--- src/rtl/cpl_pkg.sv ---
// ----------------------------------------------------------------------------
// cpl_pkg
// shared constants, register codes and types of the point-to-line core
// ----------------------------------------------------------------------------
package cpl_pkg;

   localparam int COORD_WIDTH_DEFAULT     = 32;
   localparam int COORD_FRAC_BITS_DEFAULT = 16;
   localparam int QUEUE_DEPTH             = 4;
   localparam int CSR_INDEX_WIDTH         = 3;

   typedef enum logic [CSR_INDEX_WIDTH-1:0] {
      CSR_X_LOW   = 3'd0,
      CSR_X_HIGH  = 3'd1,
      CSR_Y_LOW   = 3'd2,
      CSR_Y_HIGH  = 3'd3,
      CSR_Z_SCALE = 3'd4
   } csr_index_type;

   typedef struct packed {
      logic full;
      logic empty;
   } qstat_type;

   // width of one classified item held in the queue
   function automatic int item_width(input int w);
      return 9 * w + 7;
   endfunction

endpackage

--- src/rtl/cpl_front.sv ---
// ----------------------------------------------------------------------------
// cpl_front
// configuration registers, clamping and classification of incoming points
// ----------------------------------------------------------------------------
module cpl_front #(
   parameter int COORD_WIDTH     = cpl_pkg::COORD_WIDTH_DEFAULT,
   parameter int COORD_FRAC_BITS = cpl_pkg::COORD_FRAC_BITS_DEFAULT
) (
   input  logic                                    clock,
   input  logic                                    reset,
   input  logic                                    csr_valid,
   output logic                                    csr_ready,
   input  logic [cpl_pkg::CSR_INDEX_WIDTH-1:0]     csr_index,
   input  logic [COORD_WIDTH-1:0]                  csr_data,
   input  logic                                    req_valid,
   output logic                                    req_ready,
   input  logic signed [COORD_WIDTH-1:0]           req_hand_x,
   input  logic signed [COORD_WIDTH-1:0]           req_hand_y,
   input  logic signed [COORD_WIDTH-1:0]           req_hand_z,
   input  logic signed [COORD_WIDTH-1:0]           req_line_start_x,
   input  logic signed [COORD_WIDTH-1:0]           req_line_start_y,
   input  logic signed [COORD_WIDTH-1:0]           req_line_end_x,
   input  logic signed [COORD_WIDTH-1:0]           req_line_end_y,
   input  cpl_pkg::qstat_type                      q_stat,
   output logic                                    push,
   output logic [cpl_pkg::item_width(COORD_WIDTH)-1:0] item,
   output logic [COORD_WIDTH-1:0]                  z_scale
);
   import cpl_pkg::*;

   localparam int W = COORD_WIDTH;
   localparam int F = COORD_FRAC_BITS;

   typedef struct packed {
      logic [W-1:0]        wmag0;
      logic [W-1:0]        wmag1;
      logic [W-1:0]        vmag0;
      logic [W-1:0]        vmag1;
      logic [W-1:0]        hzmag;
      logic                s1;
      logic                s2;
      logic                v0neg;
      logic                v1neg;
      logic                hzneg;
      logic signed [W-1:0] p0x;
      logic signed [W-1:0] p0y;
      logic signed [W-1:0] hx;
      logic signed [W-1:0] hy;
      logic                degen;
      logic                badscale;
   } item_type;

   logic signed [W-1:0] x_low_ff, x_high_ff, y_low_ff, y_high_ff;
   logic [W-1:0]        z_scale_ff;
   logic                f_valid_ff, f_valid_in;
   item_type            f_item_ff, f_item_in;
   logic                accept;
   logic signed [W-1:0] cx0, cx, cy0, cy;
   logic signed [W:0]   v0, v1, w0, w1, hzn;

   assign csr_ready = 1'b1;

   always_ff @(posedge clock) begin
      if (reset) begin
         x_low_ff   <= {1'b1, {(W-1){1'b0}}};
         x_high_ff  <= {1'b0, {(W-1){1'b1}}};
         y_low_ff   <= {1'b1, {(W-1){1'b0}}};
         y_high_ff  <= {1'b0, {(W-1){1'b1}}};
         z_scale_ff <= {{(W-1){1'b0}}, 1'b1} << F;
      end else if (csr_valid) begin
         unique case (csr_index)
            CSR_X_LOW:   x_low_ff   <= csr_data;
            CSR_X_HIGH:  x_high_ff  <= csr_data;
            CSR_Y_LOW:   y_low_ff   <= csr_data;
            CSR_Y_HIGH:  y_high_ff  <= csr_data;
            CSR_Z_SCALE: z_scale_ff <= csr_data;
            default: ;
         endcase
      end
   end

   assign z_scale = z_scale_ff;

   // low bound first, then high bound
   always_comb begin
      cx0 = (req_hand_x < x_low_ff) ? x_low_ff : req_hand_x;
      cx  = (cx0 > x_high_ff) ? x_high_ff : cx0;
      cy0 = (req_hand_y < y_low_ff) ? y_low_ff : req_hand_y;
      cy  = (cy0 > y_high_ff) ? y_high_ff : cy0;
      v0  = {req_line_end_x[W-1], req_line_end_x} - {req_line_start_x[W-1], req_line_start_x};
      v1  = {req_line_end_y[W-1], req_line_end_y} - {req_line_start_y[W-1], req_line_start_y};
      w0  = {cx[W-1], cx} - {req_line_start_x[W-1], req_line_start_x};
      w1  = {cy[W-1], cy} - {req_line_start_y[W-1], req_line_start_y};
      hzn = -{req_hand_z[W-1], req_hand_z};
      f_item_in.wmag0    = w0[W] ? W'(-w0) : w0[W-1:0];
      f_item_in.wmag1    = w1[W] ? W'(-w1) : w1[W-1:0];
      f_item_in.vmag0    = v0[W] ? W'(-v0) : v0[W-1:0];
      f_item_in.vmag1    = v1[W] ? W'(-v1) : v1[W-1:0];
      f_item_in.hzmag    = req_hand_z[W-1] ? hzn[W-1:0] : req_hand_z;
      f_item_in.s1       = w0[W] ^ v0[W];
      f_item_in.s2       = w1[W] ^ v1[W];
      f_item_in.v0neg    = v0[W];
      f_item_in.v1neg    = v1[W];
      f_item_in.hzneg    = req_hand_z[W-1];
      f_item_in.p0x      = req_line_start_x;
      f_item_in.p0y      = req_line_start_y;
      f_item_in.hx       = cx;
      f_item_in.hy       = cy;
      f_item_in.degen    = (v0 == '0) && (v1 == '0);
      f_item_in.badscale = (z_scale_ff == '0);
   end

   assign push       = f_valid_ff && !q_stat.full;
   assign req_ready  = !f_valid_ff || !q_stat.full;
   assign accept     = req_valid && req_ready;
   assign f_valid_in = accept || (f_valid_ff && !push);

   always_ff @(posedge clock) begin
      if (reset) begin
         f_valid_ff <= 1'b0;
      end else begin
         f_valid_ff <= f_valid_in;
      end
   end

   always_ff @(posedge clock) begin
      if (accept) begin
         f_item_ff <= f_item_in;
      end
   end

   assign item = f_item_ff;

endmodule

--- config.mk ---
export PLATFORM = sky130hd
export DESIGN_NAME = cpl_front
export DESIGN_NICKNAME = d
export VERILOG_FILES = /design/src/rtl/cpl_pkg.sv /design/src/rtl/cpl_front.sv
export SDC_FILE = /design/constraint.sdc
export NUM_CORES = 1
export LEC_CHECK = 0
export BUFFER_PORTS_ARGS = -buffer_cell sky130_fd_sc_hd__buf_2
export CORE_UTILIZATION = 55
export CTS_CLUSTER_SIZE = 40
export DETAILED_ROUTE_END_ITERATION = 12
export MAX_ROUTING_LAYER = met4
export PLACE_DENSITY_LB_ADDON = 0.12
export SKIP_CTS_REPAIR_TIMING = 1
export SLEW_MARGIN = 10
export SYNTH_ARGS = -nofsm -noshare
export SYNTH_HDL_FRONTEND = slang
export SYNTH_SLANG_ARGS = --single-unit
--- constraint.sdc ---
create_clock -name clock -period 12.6 [get_ports clock]
set_input_delay 1.89 -clock clock [delete_from_list [all_inputs] [get_ports clock]]
set_output_delay 1.89 -clock clock [all_outputs]
set_load 0.01 [all_outputs]
==> results by group, run 1 <==
Status
  • Status: finished clean

Timing
  • Part of the cycle the worst path needs: 85.8%
  • Skew final: 0.0268 ns
  • Slew Limit Fails: 0
  • Worst slew margin: 22.3%
  • Final setup fails: 0
  • Final hold vios: 0
  • Worst-Margin Slew: 1.17 ns
  • Fin Setup TNS: 0 ns
  • Fin Hold WS: 0.468 ns
  • RSZ-0062 raised after global routing: false
  • Peak Freq: 92.5 MHz
  • Fin crit period: 10.81 ns
  • Fin worst setup slack: 1.79 ns

Global routing
  • Antenna violations before repair: 19
  • First-pass GRT wire length: 144000 um
  • Vias in the first global route: 24.3k
  • Gr ovfl total: 0
  • Largest net degree at the start of global routing: 103
  • GRT Total Usage: 34.4%

Die
  • Row count: 86
  • I/O Pins: 595
  • Die Span X: 239 um
  • Initial Util: 55.8%
  • Die Ht: 239 um
  • Placeable Area: 55200 um2
  • Die Area: 56900 um2

Synthesis
  • Syn_area_per_cell: 9.37 um2
  • Number of synthesized flops with an enable pin: 295
  • Mapped Nets: 3811
  • Synth Register Bits: 456
  • Top cells by count, synth: nand2_1 (413), edfxtp_1 (295), a21oi_1 (283), ha_1 (259), inv_1 (239)
  • Mapped Cells: 3283
  • Largest area contributor in the netlist: edfxtp_1
  • Yosys cell types: 98
  • Count leader, synth: nand2_1
  • Post-synthesis cell area: 30800 um2
  • Synth top area cells: edfxtp_1 (29%), ha_1 (11%), dfxtp_1 (10%)
  • Ys async rst share: 0%
  • Main synth FF type: edfxtp_1
  • Synthesis Warnings: 0
  • Top cell type's share of synthesized area: 28.8%
  • Post-synthesis sequential area ratio: 39.3%

Critical path
  • Startpoint types: input port
  • Crit path max fanout: 18
  • Crit path top cell by count: a21o_1
  • Slowest-stage cell, CP: a22oi_2
  • CP max stage delay: 0.73 ns
  • Worst EP arrival: 11.16 ns
  • WP data required: 12.96 ns
  • Crit path capture type: flip-flop
  • Setup CP Type: input port to flip-flop
  • R2R depth: 35

Pwr
  • Static leakage: 15.7 nW
  • VDD IR-drop max: 147 uV
  • PD cells: 145 nW/um2
  • Power after layout: 5.25 mW

Detailed routing
  • Vias: 27.1k
  • Per-cell routed wire length: 21.3 um
  • Post-Route WL: 98500 um
  • DRC violations left: 0
  • Vias per cell: 5.85
  • DR iter-0 viols: 2288
  • Antenna-violating nets left: 0
  • DRT Pass-1 Iters: 6

Clocking
  • CTS Buf Count: 50
  • H-tree Lvls: 2
  • CTS tree: done
  • Root Driver: clkbuf_16
  • Clk pin slew, worst setup/hold paths: 0.07 ns
  • Clock Path Buffers: 3
  • Clock Latency Late Sink: 0.64 ns
  • CTS sink count: 456

Final layout
  • Net count, final: 4353
  • Multi-input logic area: 17400 um2
  • Fillers: 4783
  • Area grow syn2layout: 17.6%
  • Layout cell share with drive strength beyond 1: 22.8%
  • Reg area: 12100 um2
  • Final std cells w/o fill: 4630
  • Fin util: 65.6%
  • Final Instance Area: 36200 um2

Placement
  • DP Wirelength: 78700 um
  • Dpl ws: 1.34 ns
  • GP Congestion: 0.981
  • Post-place instance area: 34400 um2
  • Placed Cells: 4521
  • Port bufs: 592

Min path
  • Worst min-delay path class: flip-flop to flip-flop
  • Hold depth: 2

Job
  • Max Cap Viol: 0
-- worst paths after layout --
check                  to     startpoint  slack, ns
max reg2reg     item[133]    y_low_ff[9]       2.78
min          x_low_ff[12]   x_low_ff[12]       0.47
min reg2reg  x_low_ff[12]   x_low_ff[12]       0.47
max             item[133]  req_hand_y[9]       1.79
-- cell families (layout without fill, tap and decap cells) --
| logic type | after synthesis | after routing | synth area share, % |
|---|---|---|---|
| muxes | 145 | 145 | 5.24 |
| DFF | 456 | 456 | 39.3 |
| buffers and inverters | 366 | 949 | 4.54 |
| AOI/OAI and AO/OA | 826 | 826 | 17.6 |
| adders and majority gates | 263 | 263 | 10.8 |
| and+or+nand+nor | 994 | 994 | 15.9 |
| xor gates and xnor gates | 232 | 232 | 6.60 |
| other | 1 | 17 | 0.0122 |
-- layer usage --
layer  GRT usage, %  share of wire (%)  up-vias
li1               -                  -    13074
met1           46.2                 44    12804
met2           52.6                 45     1080
met3           5.65                7.8      139
met4           11.8                3.2        0
met5              -                  0        -
-- sequential cells by signal, indices dropped and copies added (netlist names) --
name / count
y_high_ff: 32
f_valid_ff: 1
x_high_ff: 32
z_scale: 32
y_low_ff: 32
item: 295
x_low_ff: 32
-- critical path, delay by kind of cell --
family | cells | cell delay (ns)
fa+ha+maj | 3 | 1.02
compound gates | 20 | 5.07
simple gates | 3 | 0.56
buf+inv | 4 | 1.04
mux | 4 | 1.50
xor+xnor | 1 | 0.06
-- cell usage in the layout (no fill, tap or decap), types with 103 or more instances in the layout --
cell type / Yosys / layout
edfxtp_1: 295 / 295
dfxtp_1: 161 / 161
ha_1: 259 / 259
nand2_1: 413 / 413
mux2_2: 129 / 129
buf_2: 16 / 591
xnor2_1: 154 / 154
nor2_1: 168 / 166
a21oi_1: 283 / 283
o21ai_0: 114 / 114
inv_1: 239 / 239
a21o_1: 103 / 103
-- final cells by class --
| type | instances | area share, % |
|---|---|---|
| clock buffers | 64 | 3.83 |
| inverters | 240 | 2.49 |
| clock inverters | 29 | 0.957 |
| multi-input cells | 2461 | 48.0 |
| well taps | 748 | 2.59 |
| flip-flops and latches | 456 | 33.4 |
| diodes | 16 | 0.111 |
| repair buffers | 616 | 8.69 |
-- report_power, final --
group	internal, mW	switching, mW
logic	0.705	1.09
registers	1.85	0.0740
clock network	0.874	0.656
total	3.43	1.82
No activity file was read; power rests on OpenSTA's default activity.
==> run 2: changes to the inputs <==
- RECOVER_POWER: not set -> 100
==> results by group, run 2 (same netlist as run 1, synthesis figures left out) <==
Min path
  • Hold depth: 2 (unchanged)
  • Hold Path Sink: x_low_ff[27] (was x_low_ff[12])
  • Worst min-delay path class: flip-flop to flip-flop (unchanged)
  • Worst Hold Launch: x_low_ff[27] (was x_low_ff[12])

Detailed routing
  • Vias: 27.2k (was 27.1k)
  • Post-Route WL: 98800 um (was 98500 um)
  • DR iter-0 viols: 2332 (was 2288)
  • Per-cell routed wire length: 21.3 um (about the same)
  • Vias per cell: 5.87 (was 5.85)
  • DRC violations left: 0 (unchanged)
  • DRT Pass-1 Iters: 5 (was 6)
  • Antenna-violating nets left: 0 (unchanged)

Global routing
  • Largest net degree at the start of global routing: 103 (unchanged)
  • Vias in the first global route: 24.3k (unchanged)
  • Antenna violations before repair: 16 (was 19)
  • GRT Total Usage: 34.4% (unchanged)
  • Gr ovfl total: 0 (unchanged)
  • First-pass GRT wire length: 144000 um (unchanged)

Timing
  • Slew Limit Fails: 466 (was 0)
  • RSZ-0062 raised after global routing: false (unchanged)
  • Peak Freq: 88.3 MHz (was 92.5 MHz)
  • Part of the cycle the worst path needs: 89.9% (was 85.8%)
  • Fin Setup TNS: 0 ns (unchanged)
  • Final hold vios: 0 (unchanged)
  • Worst slew margin: -211% (was 22.3%)
  • Fin worst setup slack: 1.28 ns (was 1.79 ns)
  • Worst-Margin Slew: 4.66 ns (was 1.17 ns)
  • Skew final: 0.0246 ns (was 0.0268 ns)
  • Fin Hold WS: 0.469 ns (was 0.468 ns)
  • Fin crit period: 11.32 ns (was 10.81 ns)
  • Final setup fails: 0 (unchanged)

Die
  • Die Span X: 239 um (unchanged)
  • Die Ht: 239 um (unchanged)
  • Row count: 86 (unchanged)
  • Placeable Area: 55200 um2 (unchanged)
  • Initial Util: 55.8% (unchanged)
  • I/O Pins: 595 (unchanged)
  • Die Area: 56900 um2 (unchanged)

Placement
  • Dpl ws: 1.34 ns (unchanged)
  • GP Congestion: 0.981 (unchanged)
  • Post-place instance area: 34400 um2 (unchanged)
  • Port bufs: 592 (unchanged)
  • Placed Cells: 4521 (unchanged)
  • DP Wirelength: 78700 um (unchanged)

Final layout
  • Final Instance Area: 35600 um2 (was 36200 um2)
  • Max FFs per register: 295 (unchanged)
  • Fin util: 64.5% (was 65.6%)
  • Area grow syn2layout: 15.7% (was 17.6%)
  • Final std cells w/o fill: 4629 (was 4630)
  • Net count, final: 4353 (unchanged)
  • Commonest non-fill, non-tap cells in the layout: nand2_1 (413), clkbuf_1 (405), edfxtp_1 (295) (was buf_2 (591), nand2_1 (413), edfxtp_1 (295))
  • Fillers: 5035 (was 4783)
  • Layout cell share with drive strength beyond 1: 10.6% (was 22.8%)
  • Most common library cell in the layout ignoring fill and taps: nand2_1 (was buf_2)

Critical path
  • Worst EP arrival: 11.68 ns (was 11.16 ns)
  • WP data required: 12.96 ns (about the same)
  • Worst R2R Start: y_low_ff[9] (unchanged)
  • Crit path top cell by count: a21o_1 (unchanged)
  • Crit path capture type: flip-flop (unchanged)
  • Reg-to-reg critical path endpoint: item[133] (unchanged)
  • CP max stage delay: 0.83 ns (was 0.73 ns)
  • Setup CP Type: input port to flip-flop (unchanged)
  • Startpoint types: input port (unchanged)
  • Crit path max fanout: 18 (unchanged)
  • R2R depth: 35 (unchanged)
  • Slowest-stage cell, CP: clkbuf_1 (was a22oi_2)
  • R2R setup slack: 2.26 ns (was 2.78 ns)

Clocking
  • H-tree Lvls: 2 (unchanged)
  • Clock Latency Late Sink: 0.63 ns (was 0.64 ns)
  • Clk pin slew, worst setup/hold paths: 0.07 ns (about the same)
  • Clock Path Buffers: 3 (unchanged)
  • CTS sink count: 456 (unchanged)
  • Root Driver: clkbuf_16 (unchanged)
  • CTS Buf Count: 50 (unchanged)
  • CTS tree: done (unchanged)

Pwr
  • Static leakage: 14.5 nW (was 15.7 nW)
  • PD cells: 146 nW/um2 (was 145 nW/um2)
  • Power after layout: 5.21 mW (was 5.25 mW)
  • VDD IR-drop max: 146 uV (was 147 uV)

Status
  • Failing checks: max-capacitance violations, max-slew violations
  • Status: complete, but fails checks (was finished clean)

Job
  • Max Cap Viol: 6 (was 0)
## run 2: where the power goes
part	switching [mW]	leakage [nW]	internal (mW)
sequential	0.0798	4.13	1.86
combinational	1.09	9.53	0.647
clock	0.655	0.825	0.874
## run 2: final cells by class
class / count / area (um2) / share of cell area [%]
diodes: 15 / 37.5 / 0.105
clock buffers: 64 / 1390 / 3.89
clock inverters: 29 / 347 / 0.973
inverters: 240 / 901 / 2.53
multi-input cells: 2461 / 17300 / 48.6
flip-flops and latches: 456 / 12100 / 33.9
well taps: 748 / 936 / 2.63
repair buffers: 616 / 2620 / 7.35
## run 2: worst max-delay path by stage
stage | startpoint | end | cells past startpoint
final | req_hand_y[9] | item[133] | 35
after global routing | req_hand_y[9] | item[133] | 35
after CTS | req_hand_y[9] | item[133] | 35
after detailed placement | req_hand_y[9] | item[133] | 35
after global placement | req_hand_y[9] | item[133] | 35
after floorplan | req_hand_y[9] | item[245] | 36
## run 2: routing by layer
layer	track usage, %	wire, um	up-vias
li1	-	-	13073
met1	46.2	43200	12884
met2	52.6	44600	1070
met3	5.65	7790	137
met4	11.8	3090	0
met5	-	0	-
## run 2: critical path: cells and delay by family
kind,cells,cell delay (ns)
adders and majority gates,3,1.04
and+or+nand+nor,3,0.56
buffers and inverters,4,1.50
xor gates and xnor gates,1,0.08
AOI/OAI and AO/OA,20,5.05
muxes,4,1.54
