==> src/rtl/cpl_pkg.sv <==
// ----------------------------------------------------------------------------
// cpl_pkg
// shared constants, register codes and types of the point-to-line core
// ----------------------------------------------------------------------------
package cpl_pkg;

   localparam int COORD_WIDTH_DEFAULT     = 32;
   localparam int COORD_FRAC_BITS_DEFAULT = 16;
   localparam int QUEUE_DEPTH             = 4;
   localparam int CSR_INDEX_WIDTH         = 3;

   typedef enum logic [CSR_INDEX_WIDTH-1:0] {
      CSR_X_LOW   = 3'd0,
      CSR_X_HIGH  = 3'd1,
      CSR_Y_LOW   = 3'd2,
      CSR_Y_HIGH  = 3'd3,
      CSR_Z_SCALE = 3'd4
   } csr_index_type;

   typedef struct packed {
      logic full;
      logic empty;
   } qstat_type;

   // width of one classified item held in the queue
   function automatic int item_width(input int w);
      return 9 * w + 7;
   endfunction

endpackage

==> src/rtl/cpl_queue.sv <==
// ----------------------------------------------------------------------------
// cpl_queue
// small first-in first-out buffer between the front and back parts
// ----------------------------------------------------------------------------
module cpl_queue #(
   parameter int ITEM_W = 295,
   parameter int DEPTH  = cpl_pkg::QUEUE_DEPTH
) (
   input  logic               clock,
   input  logic               reset,
   input  logic               push,
   input  logic [ITEM_W-1:0]  wr_item,
   input  logic               pop,
   output logic [ITEM_W-1:0]  rd_item,
   output cpl_pkg::qstat_type q_stat
);
   import cpl_pkg::*;

   localparam int AW = (DEPTH > 1) ? $clog2(DEPTH) : 1;
   localparam int CW = $clog2(DEPTH + 1);

   logic [ITEM_W-1:0] mem_ff [DEPTH];
   logic [AW-1:0]     wr_ptr_ff, rd_ptr_ff;
   logic [CW-1:0]     count_ff;

   assign q_stat.full  = (count_ff == CW'(DEPTH));
   assign q_stat.empty = (count_ff == '0);
   assign rd_item      = mem_ff[rd_ptr_ff];

   always_ff @(posedge clock) begin
      if (push) begin
         mem_ff[wr_ptr_ff] <= wr_item;
      end
   end

   always_ff @(posedge clock) begin
      if (reset) begin
         wr_ptr_ff <= '0;
         rd_ptr_ff <= '0;
         count_ff  <= '0;
      end else begin
         if (push) begin
            wr_ptr_ff <= (wr_ptr_ff == AW'(DEPTH - 1)) ? '0 : wr_ptr_ff + 1'b1;
         end
         if (pop) begin
            rd_ptr_ff <= (rd_ptr_ff == AW'(DEPTH - 1)) ? '0 : rd_ptr_ff + 1'b1;
         end
         if (push && !pop) begin
            count_ff <= count_ff + 1'b1;
         end else if (pop && !push) begin
            count_ff <= count_ff - 1'b1;
         end
      end
   end

   a_count_bound: assert property (@(posedge clock) disable iff (reset)
      count_ff <= CW'(DEPTH)) else $error("queue count beyond depth");

   a_push_fills: assert property (@(posedge clock) disable iff (reset)
      push && !pop |=> !q_stat.empty) else $error("queue empty after transfer in");

endmodule

==> config.mk <==
export PLATFORM = sky130hd
export DESIGN_NAME = cpl_queue
export DESIGN_NICKNAME = d
export VERILOG_FILES = /design/src/rtl/cpl_pkg.sv /design/src/rtl/cpl_queue.sv
export SDC_FILE = /design/constraint.sdc
export NUM_CORES = 1
export LEC_CHECK = 0
export BUFFER_PORTS_ARGS = -buffer_cell sky130_fd_sc_hd__buf_2
export CAP_MARGIN = 10
export CORE_MARGIN = 4
export CORE_UTILIZATION = 60
export CTS_CLUSTER_DIAMETER = 100
export DETAILED_ROUTE_END_ITERATION = 10
export PLACE_DENSITY = 0.82
export SLEW_MARGIN = 20
export SYNTH_ARGS = -nofsm -noshare
export SYNTH_HDL_FRONTEND = slang
export SYNTH_SLANG_ARGS = --single-unit
==> constraint.sdc <==
create_clock -name clock -period 12.2 [get_ports clock]
set_clock_uncertainty 0.05 [all_clocks]
set_input_delay 0 -clock clock [delete_from_list [all_inputs] [get_ports clock]]
set_output_delay 0 -clock clock [all_outputs]
set_load 0.02 [all_outputs]
==> results.py, run 1 <==
metrics = {
    "status": {
        "outcome": "complete, no violations",
    },
    "logic_synthesis": {
        "synthTopCellsByArea": "edfxtp_1 82%, mux4_2 11%, mux4_1 5.2%, buf_6 0.68%, dfxtp_1 0.42%",
        "synth.yosys.seq_area_share": 0.821,
        "synth_warnings": 0,
        "synth.avg_cell_area_um2": 27.4,
        "post_synth_num_cell_types": 20,
        "postSynthCellCount": 1585,
        "syn_nets": 1891,
        "yosys_register_bits": 1189,
        "synthDominantCellAreaShare": 0.817,
        "synth_largest_area_cell": "edfxtp_1",
        "netlist_area_um2": 43400,
    },
    "worst_setup_path": {
        "reg2reg_from": "wr_ptr_ff[0]$_SDFFE_PP0P_",
        "reg2reg_to": "mem_ff[1][126]$_DFFE_PP_",
        "r2r_slack_ns": 8.76,
        "crit_fanout": 50,
        "crit_arrival_ns": 4.27,
        "reg2regPathDepth": 4,
        "end_kind": "output port",
        "critPathLaunchType": "register",
        "crit_type": "register to output port",
        "cp.required_ns": 12.15,
    },
    "pwr": {
        "power_w": 0.00902,
        "p_seq_frac": 0.528,
        "combPwrFrac": 0.106,
        "power.switching_w": 0.00214,
        "power.internal_w": 0.00687,
        "swShare": 0.238,
        "ir_drop_v": 0.000201,
        "powerDensity_nw_per_um2": 167,
        "p_leak_nw": 18.4,
        "power_frac_clock": 0.366,
    },
    "sta": {
        "tightestPinTransition_ns": 1.37,
        "min_period_ns": 4.32,
        "fin_crit_sh": 0.354,
        "fin_tns_setup_ns": 0,
        "slew_headroom": 0.0877,
        "setup_violations": 0,
        "hold_violations": 0,
        "finalMaxSlewViolations": 0,
        "max_freq_mhz": 231,
        "rsz0062_at_grt": "no",
    },
    "cts": {
        "cts_tree": "done",
        "path_clk_slew_ns": 0.06,
        "htreeDepth": 3,
        "numCtsBuffers": 112,
        "post_cts_buffers": 0,
        "clk_latency_ns": 0.67,
        "clk_path_buf_depth": 3,
        "cts_root_buffer": "clkbuf_16",
        "clock_sinks": 1189,
    },
    "cells_and_area": {
        "fin_area_um2": 53900,
        "area_delta_synth_final_pct": 24.3,
        "final_cell_count_no_fill": 3625,
        "fill_cells": 3636,
        "drive_gt1_frac": 0.370,
        "nets": 2869,
    },
    "global_route": {
        "grt.busiest_layer": "met2",
        "met1_usage": 0.328,
        "overflow": 0,
        "grt_pass1_vias": 23400,
        "grt_usage": 0.276,
        "grt_max_degree": 167,
        "met2_usage": 0.490,
        "met3_usage": 0.0531,
        "grt_first_pass_wirelength_mm": 156,
        "antenna_found_initial": 15,
    },
    "flow_run": {
        "drv_cap": 0,
    },
    "floorplan": {
        "floorplan.initialDensity": 0.605,
        "rows": 98,
        "core_um2": 71600,
        "die_w_um": 277,
        "ios": 596,
        "die_h_um": 277,
        "die_area_um2": 76600,
    },
    "min_path": {
        "holdPathEnd": "mem_ff[2][136]$_DFFE_PP_",
        "min_path_cells": 2,
        "holdCritStartpoint": "wr_item[136]",
        "hold_class": "primary input to register",
    },
    "place": {
        "io_buffers": 595,
        "placed_area_um2": 47200,
        "dpl.hpwl_mm": 55.9,
        "post-place-cells": 3083,
        "place_congestion": 0.779,
    },
    "drt": {
        "wirelength_mm": 109,
        "ant_nets": 0,
        "vias": 21900,
        "drc": 0,
        "dr.pass1.iters": 5,
        "via_per_inst": 6.05,
        "wl_per_cell_um": 30.1,
        "drt_iter0_markers": 2263,
    },
}
-- flip-flops by register name, indices dropped and copies added, names as in the netlist, named ones only --
| register | count |
|---|---|
| mem_ff | 1180 |
| count_ff | 3 |
| rd_ptr_ff | 2 |
| wr_ptr_ff | 2 |
-- synth_stat cells, drive strengths merged --
| library cell | count |
|---|---|
| inv | 4 |
| nor2 | 7 |
| fa | 1 |
| nor3b | 2 |
| and2 | 4 |
| dfxtp | 9 |
| a21oi | 2 |
| edfxtp | 1180 |
| o21ai | 1 |
| buf | 60 |
| ha | 6 |
| mux4 | 295 |
| or3 | 1 |
| mux2i | 4 |
| xor2 | 2 |
| clkbuf | 6 |
| nor3 | 1 |
-- how the worst max path moves through the flow --
stage,start,endpoint,cells past startpoint
after detailed placement,register,rd_item[158],4
after floorplan,wr_ptr_ff[0]$_SDFFE_PP0P_,mem_ff[0][0]$_DFFE_PP_,3
after global placement,register,rd_item[158],4
final,register,rd_item[257],5
after CTS,register,rd_item[158],4
after global routing,register,rd_item[119],4
-- area by class of cell --
cell class	count	area (um^2)	area share
repair buffers	930	6370	0.118
flip-flops and latches	1189	35600	0.661
inverters	4	15.0	0.000279
clock buffers	140	2950	0.0547
clock inverters	69	485	0.00901
well taps	950	1190	0.0221
multi-input cells	326	7220	0.134
diodes	17	42.5	0.000789
-- power groups by stage --
stage	clock network [W]	registers, W	logic (W)
5_1_grt	0.00354	0.00477	0.000997
2_1_floorplan	0	0.00485	0.000526
3_5_place_dp	0	0.00483	0.000842
3_3_place_gp	0	0.00481	0.000826
6_report	0.00331	0.00476	0.000956
4_1_cts	0.00329	0.00475	0.000941
-- what timing repair did --
| item | CTS | global route |
|---|---|---|
| endpoints found under the hold margin | 1189 | 0 |
| gates resized for setup | 0 | 0 |
| hold buffers | 314 | 0 |
-- worst max-delay path: stages (launching register included) --
cell and delay, ns:
dfxtp_4 0.88, buf_4 0.85, buf_4 0.49, buf_16 0.33
mux4_1 0.65, buf_2 0.19
-- routing by layer --
layer	routed length, um	share of wire	up-vias
li1	-	-	8984
met1	36200	0.33	11400
met2	59400	0.54	1251
met3	7330	0.067	272
met4	6310	0.058	2
met5	14	0.00013	-
-- stage by stage --
| step | util | setup WS [ns] | hold slack, ns |
|---|---|---|---|
| 6_report | 0.753 | 7.88 | 0.0240 |
| 5_1_grt | 0.752 | 7.59 | 0.0135 |
| 4_1_cts | 0.751 | 7.64 | 0.000398 |
| 3_5_place_dp | 0.659 | 8.33 | 0.165 |
| 3_3_place_gp | 0.659 | 8.35 | 0.158 |
| 2_1_floorplan | - | 4.24 | 0.0191 |
-- cells in the final DEF, fill, tap and decap left out, types with 15 or more instances in the layout --
master	Yosys	final
buf_2	31	595
clkbuf_1	6	26
buf_4	0	15
edfxtp_1	1180	1180
mux4_1	85	85
diode_2	0	17
clkinv_1	0	31
clkinv_2	0	25
mux4_2	210	210
dlygate4sd3_1	0	314
clkbuf_16	0	114
-- logic make-up after synthesis --
family,after synthesis,share of synthesized area
xor+xnor,2,0.000404
fa+ha+maj,7,0.00219
compound gates,3,0.000346
simple gates,15,0.00179
flops,1189,0.821
buf+inv,70,0.0122
mux,299,0.162
(Power assumes the default switching activity.)
==> run 2, diff against run 1 <==
CORE_UTILIZATION = 51   (was 60)
PLACE_DENSITY = 0.74   (was 0.82)
clock period = 3.86 ns   (was 12.2 ns; I/O delays follow)
==> run 2 against run 1 <==
  * Sequential power rose to 3.2 times the previous value
  * Register-to-register slack lost 7.1 ns
  * Combinational power grew to 3.2 times the previous value
  * Cell count rose by 7.7%
  * Sequential share of layout area decreased by 1.8 points
  * Die area rose by 17%
  * Routed wire length down 6.7%
  * Clock power grew to 3.4 times the previous value
  * Critical path type unchanged
==> results.py, run 2 (synthesized netlist as in run 1, its figures left out) <==
metrics = {
    "cts": {
        "cts_tree": "done",
        "clk_latency_ns": 0.66,
        "numCtsBuffers": 114,
        "htreeDepth": 3,
        "clk_path_buf_depth": 3,
        "holdBufCountCts": 365,
        "path_clk_slew_ns": 0.07,
        "post_cts_buffers": 0,
        "clock_sinks": 1189,
        "cts_root_buffer": "clkbuf_16",
        "cts_resized": 0,
    },
    "worst_setup_path": {
        "path_cells": "buf_4 > mux4_1 > buf_2",
        "cp.required_ns": 3.81,
        "cpMaxStageDelayCell": "dfxtp_4",
        "critPathBufInv": 2,
        "crit_family": "flip-flops",
        "critPathLaunchType": "register",
        "crit_arrival_ns": 3.01,
        "crit_fanout": 40,
        "cpPeakStageDelay_ns": 0.92,
        "crit_type": "register to output port",
        "end_kind": "output port",
    },
    "sta": {
        "finalMaxSlewViolations": 0,
        "rsz0062_at_grt": "no",
        "hold_violations": 0,
        "fin_hold_ws_ns": 0.0322,
        "fin_crit_sh": 0.793,
        "min_period_ns": 3.06,
        "fin_tns_setup_ns": 0,
        "slew_headroom": 0.402,
        "setup_violations": 0,
        "setup_slack_ns": 0.800,
        "max_freq_mhz": 327,
        "tightestPinTransition_ns": 0.897,
    },
    "floorplan": {
        "rows": 106,
        "die_w_um": 300,
        "floorplan.initialDensity": 0.516,
        "core_um2": 84000,
        "die_area_um2": 89700,
        "die_h_um": 300,
        "ios": 596,
    },
    "min_path": {
        "hold_class": "primary input to register",
    },
    "global_route": {
        "grt_first_pass_wirelength_mm": 151,
        "antenna_found_initial": 15,
        "grt_usage": 0.226,
        "overflow": 0,
        "grt_max_degree": 86,
        "grt_pass1_vias": 23500,
    },
    "pwr": {
        "powerDensity_nw_per_um2": 529,
        "combPwrFrac": 0.105,
        "power.internal_w": 0.0226,
        "power_frac_clock": 0.384,
        "p_leak_nw": 19.0,
        "power.switching_w": 0.00672,
        "swShare": 0.229,
        "ir_drop_v": 0.000458,
        "p_seq_frac": 0.511,
    },
    "cells_and_area": {
        "mostFrequentLayoutCell": "edfxtp_1",
        "drive_gt1_frac": 0.378,
        "regMostFlops": "mem_ff",
        "reg_top3": "mem_ff x1180, count_ff x3",
        "largest_reg_flops": 1180,
        "fin_area_um2": 55400,
        "fill_cells": 5168,
        "area_delta_synth_final_pct": 27.8,
        "nets": 2962,
        "multiInputGateArea_um2": 7220,
        "final_cell_mix": "1180 x edfxtp_1, 595 x buf_2, 365 x dlygate4sd3_1",
        "ff_latch_area_um2": 35600,
    },
    "drt": {
        "wirelength_mm": 102,
        "vias": 21700,
        "drc": 0,
        "via_per_inst": 5.57,
        "dr.pass1.iters": 8,
        "ant_nets": 0,
        "wl_per_cell_um": 26.1,
        "drt_iter0_markers": 1809,
    },
    "status": {
        "outcome": "complete, no violations",
    },
    "flow_run": {
        "drv_cap": 0,
    },
    "place": {
        "placed_area_um2": 47900,
        "io_buffers": 595,
        "dp_slack_ns": 1.40,
        "dpl.hpwl_mm": 59.1,
        "place_congestion": 0.786,
    },
}
[run 2: routing by layer]
layer  routed length [um]  part of all wire  GRT usage  vias to the layer above
li1                     -                 -          -                     9161
met1                34600              0.34      0.264                    11300
met2                53800              0.53      0.391                     1021
met3                 7670             0.075     0.0548                      284
met4                 5810             0.057      0.117                        2
met5                    7          0.000069          0                        -
[run 2: area by class of cell]
| class | count | area share |
|---|---|---|
| multi-input combinational | 326 | 0.130 |
| inverter | 4 | 0.000271 |
| clock inverter | 75 | 0.0149 |
| tap | 1134 | 0.0256 |
| sequential | 1189 | 0.643 |
| antenna | 19 | 0.000858 |
| clock buffer | 135 | 0.0540 |
| timing repair buffer | 1021 | 0.131 |
[run 2: power groups by stage]
| stage | registers [W] | clock network [W] | logic (W) |
|---|---|---|---|
| after global routing | 0.0150 | 0.0120 | 0.00325 |
| after CTS | 0.0150 | 0.0114 | 0.00309 |
| after detailed placement | 0.0152 | 0 | 0.00275 |
| after global placement | 0.0152 | 0 | 0.00270 |
| final | 0.0150 | 0.0112 | 0.00309 |
| after floorplan | 0.0152 | 0 | 0.00167 |
[run 2: worst paths after layout]
kind / startpoint / endpoint / slack [ns] / cells after the start
hold / removal: wr_item[29] / mem_ff[3][29]$_DFFE_PP_ / 0.03 / 2
setup reg to reg: wr_ptr_ff[1]$_SDFFE_PP0P_ / mem_ff[1][65]$_DFFE_PP_ / 1.64 / 4
hold reg to reg: rd_ptr_ff[0]$_SDFFE_PP0P_ / register / 0.52 / 2
setup / recovery: register / rd_item[198] / 0.80 / 3
[run 2: per-stage QoR]
step | utilization | std cells | total power, W
finish | 0.660 | 3903 | 0.0293
global route | 0.660 | 3898 | 0.0303
CTS | 0.660 | 3884 | 0.0294
detailed placement | 0.571 | 3309 | 0.0180
global placement | 0.571 | 3309 | 0.0179
floorplan | - | 1585 | 0.0169
[run 2: worst register-to-register path: stages (launching register included)]
cell and delay (ns):
dfxtp_1 0.34, inv_1 0.09, ha_1 0.15, and2_4 0.61, buf_4 0.58
==> run 3, diff against run 2 <==
CORE_UTILIZATION = 57   (was 51)
PLACE_DENSITY = 0.78   (was 0.74)
clock period = 2.9 ns   (was 3.86 ns; I/O delays follow)
==> run 3 against run 2 <==
  * Cell area fell by 0.64%
  * Largest cell class unchanged
  * Utilization increased by 7.5 points
  * Routed wire length grew 7.7%
  * Cell count down 4.5%
  * Non-clock buffer count shrank 9
  * Flip-flop and latch count unchanged
  * Largest power group unchanged
  * Critical path depth did not move
  * Global-route usage rose by 4.7 points
  * Critical endpoint is now rd_item[109]
  * Power is 31% higher
==> results.py, run 3 (synthesized netlist as in run 1, its figures left out) <==
metrics = {
    "cells_and_area": {
        "regMostFlops": "mem_ff",
        "largest_reg_flops": 1180,
        "nets": 2951,
        "final_cell_mix": "1180 x edfxtp_1, 595 x buf_2, 347 x dlygate4sd3_1",
        "fin_area_um2": 55100,
        "fill_cells": 3869,
        "reg_top3": "mem_ff x1180, count_ff x3",
        "drive_gt1_frac": 0.378,
        "mostFrequentLayoutCell": "edfxtp_1",
        "area_delta_synth_final_pct": 27.0,
    },
    "sta": {
        "tightestPinTransition_ns": 0.631,
        "rsz0062_at_grt": "no",
        "hold_violations": 0,
        "setup_violations": 0,
        "min_period_ns": 2.65,
        "slew_headroom": 0.579,
        "fin_crit_sh": 0.913,
        "fin_hold_ws_ns": 0.0464,
        "finalMaxSlewViolations": 0,
        "setup_slack_ns": 0.252,
        "max_freq_mhz": 378,
    },
    "drt": {
        "drc": 0,
        "dr.pass1.iters": 5,
        "via_per_inst": 5.95,
        "ant_nets": 0,
        "drt_iter0_markers": 1945,
        "wirelength_mm": 110,
        "wl_per_cell_um": 29.4,
        "vias": 22200,
    },
    "global_route": {
        "grt_first_pass_wirelength_mm": 162,
        "grt_max_degree": 85,
        "grt_pass1_vias": 24000,
        "overflow": 0,
        "antenna_found_initial": 15,
        "grt_usage": 0.273,
    },
    "cts": {
        "cts_tree": "done",
        "path_clk_slew_ns": 0.06,
        "clock_sinks": 1189,
        "clk_path_buf_depth": 3,
        "htreeDepth": 3,
        "numCtsBuffers": 112,
        "cts_resized": 0,
        "clk_latency_ns": 0.67,
        "cts_root_buffer": "clkbuf_16",
    },
    "place": {
        "dpl.hpwl_mm": 61.5,
        "io_buffers": 595,
        "place_congestion": 0.786,
        "placed_area_um2": 48000,
        "dp_slack_ns": 0.927,
    },
    "floorplan": {
        "die_w_um": 284,
        "die_h_um": 284,
        "core_um2": 74900,
        "die_area_um2": 80500,
        "ios": 596,
        "floorplan.initialDensity": 0.578,
        "rows": 100,
    },
    "status": {
        "outcome": "complete, no violations",
    },
    "min_path": {
        "holdCritStartpoint": "wr_item[273]",
        "holdPathEnd": "mem_ff[2][273]$_DFFE_PP_",
        "hold_class": "primary input to register",
        "min_path_cells": 2,
    },
    "worst_setup_path": {
        "crit_type": "register to output port",
        "reg2reg_from": "count_ff[0]$_SDFFE_PP0P_",
        "crit_fanout": 60,
        "cpPeakStageDelay_ns": 0.68,
        "crit_arrival_ns": 2.60,
        "reg2reg_to": "count_ff[2]$_SDFFE_PP0P_",
        "r2r_slack_ns": 0.69,
        "end_kind": "output port",
        "cp.required_ns": 2.85,
        "critPathLaunchType": "register",
        "path_cells": "buf_12 > mux4_1 > buf_2",
        "cpMaxStageDelayCell": "mux4_1",
        "reg2regPathDepth": 5,
    },
    "pwr": {
        "powerDensity_nw_per_um2": 695,
        "ir_drop_v": 0.000734,
        "p_leak_nw": 18.9,
    },
    "flow_run": {
        "drv_cap": 0,
    },
}
run 3: changes by cell type in the layout (fill, tap and decap cells not counted), moves of 7 or more:
cell | before | now
buf_4 | 46 | 35
clkbuf_1 | 18 | 28
bufinv_16 | 14 | 7
dlygate4sd3_1 | 365 | 347
clkinv_1 | 24 | 33
buf_12 | 15 | 35
run 3: stage by stage:
step / std cells / util / TNS [ns] / power (W)
after floorplan: 1585 / - / -192.49 / 0.0224
after global placement: 3153 / 0.641 / 0 / 0.0239
after detailed placement: 3153 / 0.641 / 0 / 0.0240
after CTS: 3711 / 0.734 / 0 / 0.0382
after global routing: 3721 / 0.735 / 0 / 0.0395
final: 3727 / 0.735 / 0 / 0.0383
run 3: worst max path at each step:
| stage | start | slack, ns | to | cells after the start |
|---|---|---|---|---|
| 6_report | register | 0.25 | rd_item[109] | 3 |
| 5_1_grt | register | 0.09 | rd_item[109] | 3 |
| 4_1_cts | register | 0.17 | rd_item[109] | 3 |
| 3_5_place_dp | wr_ptr_ff[0]$_SDFFE_PP0P_ | 0.93 | mem_ff[3][22]$_DFFE_PP_ | 3 |
| 3_3_place_gp | wr_ptr_ff[0]$_SDFFE_PP0P_ | 0.95 | mem_ff[3][1]$_DFFE_PP_ | 3 |
| 2_1_floorplan | wr_ptr_ff[0]$_SDFFE_PP0P_ | -0.17 | mem_ff[2][0]$_DFFE_PP_ | 3 |
run 3: timing repair:
| item | in CTS | in global routing |
|---|---|---|
| buffers inserted | 0 | 0 |
| hold buffers | 347 | 0 |
| hold endpoints to repair | 1224 | 0 |
run 3: routing by layer:
layer,part of all wire,global-route usage
met1,0.34,0.325
met2,0.55,0.486
met3,0.065,0.0541
met4,0.053,0.126
met5,0.00019,0
run 3: power breakdown:
part	total [W]	internal, W	switching (W)
registers	0.0199	0.0197	0.000235
logic	0.00423	0.00175	0.00248
clock network	0.0141	0.00782	0.00629
run 3: final cells by class:
cell class	count	area, um^2	area share
Clock inverter	70	598	0.0109
Inverter	4	15.0	0.000273
Tap cell	969	1210	0.0220
Clock buffer	141	2930	0.0533
Multi-Input combinational cell	326	7230	0.131
Antenna cell	16	40.0	0.000727
Timing Repair Buffer	1012	7410	0.135
Sequential cell	1189	35600	0.647
run 3: critical path: cells and delay by family, from the launching register on:
kind	cells	cell delay (ns)
buf+inv	2	0.60
flops	1	0.54
mux	1	0.68
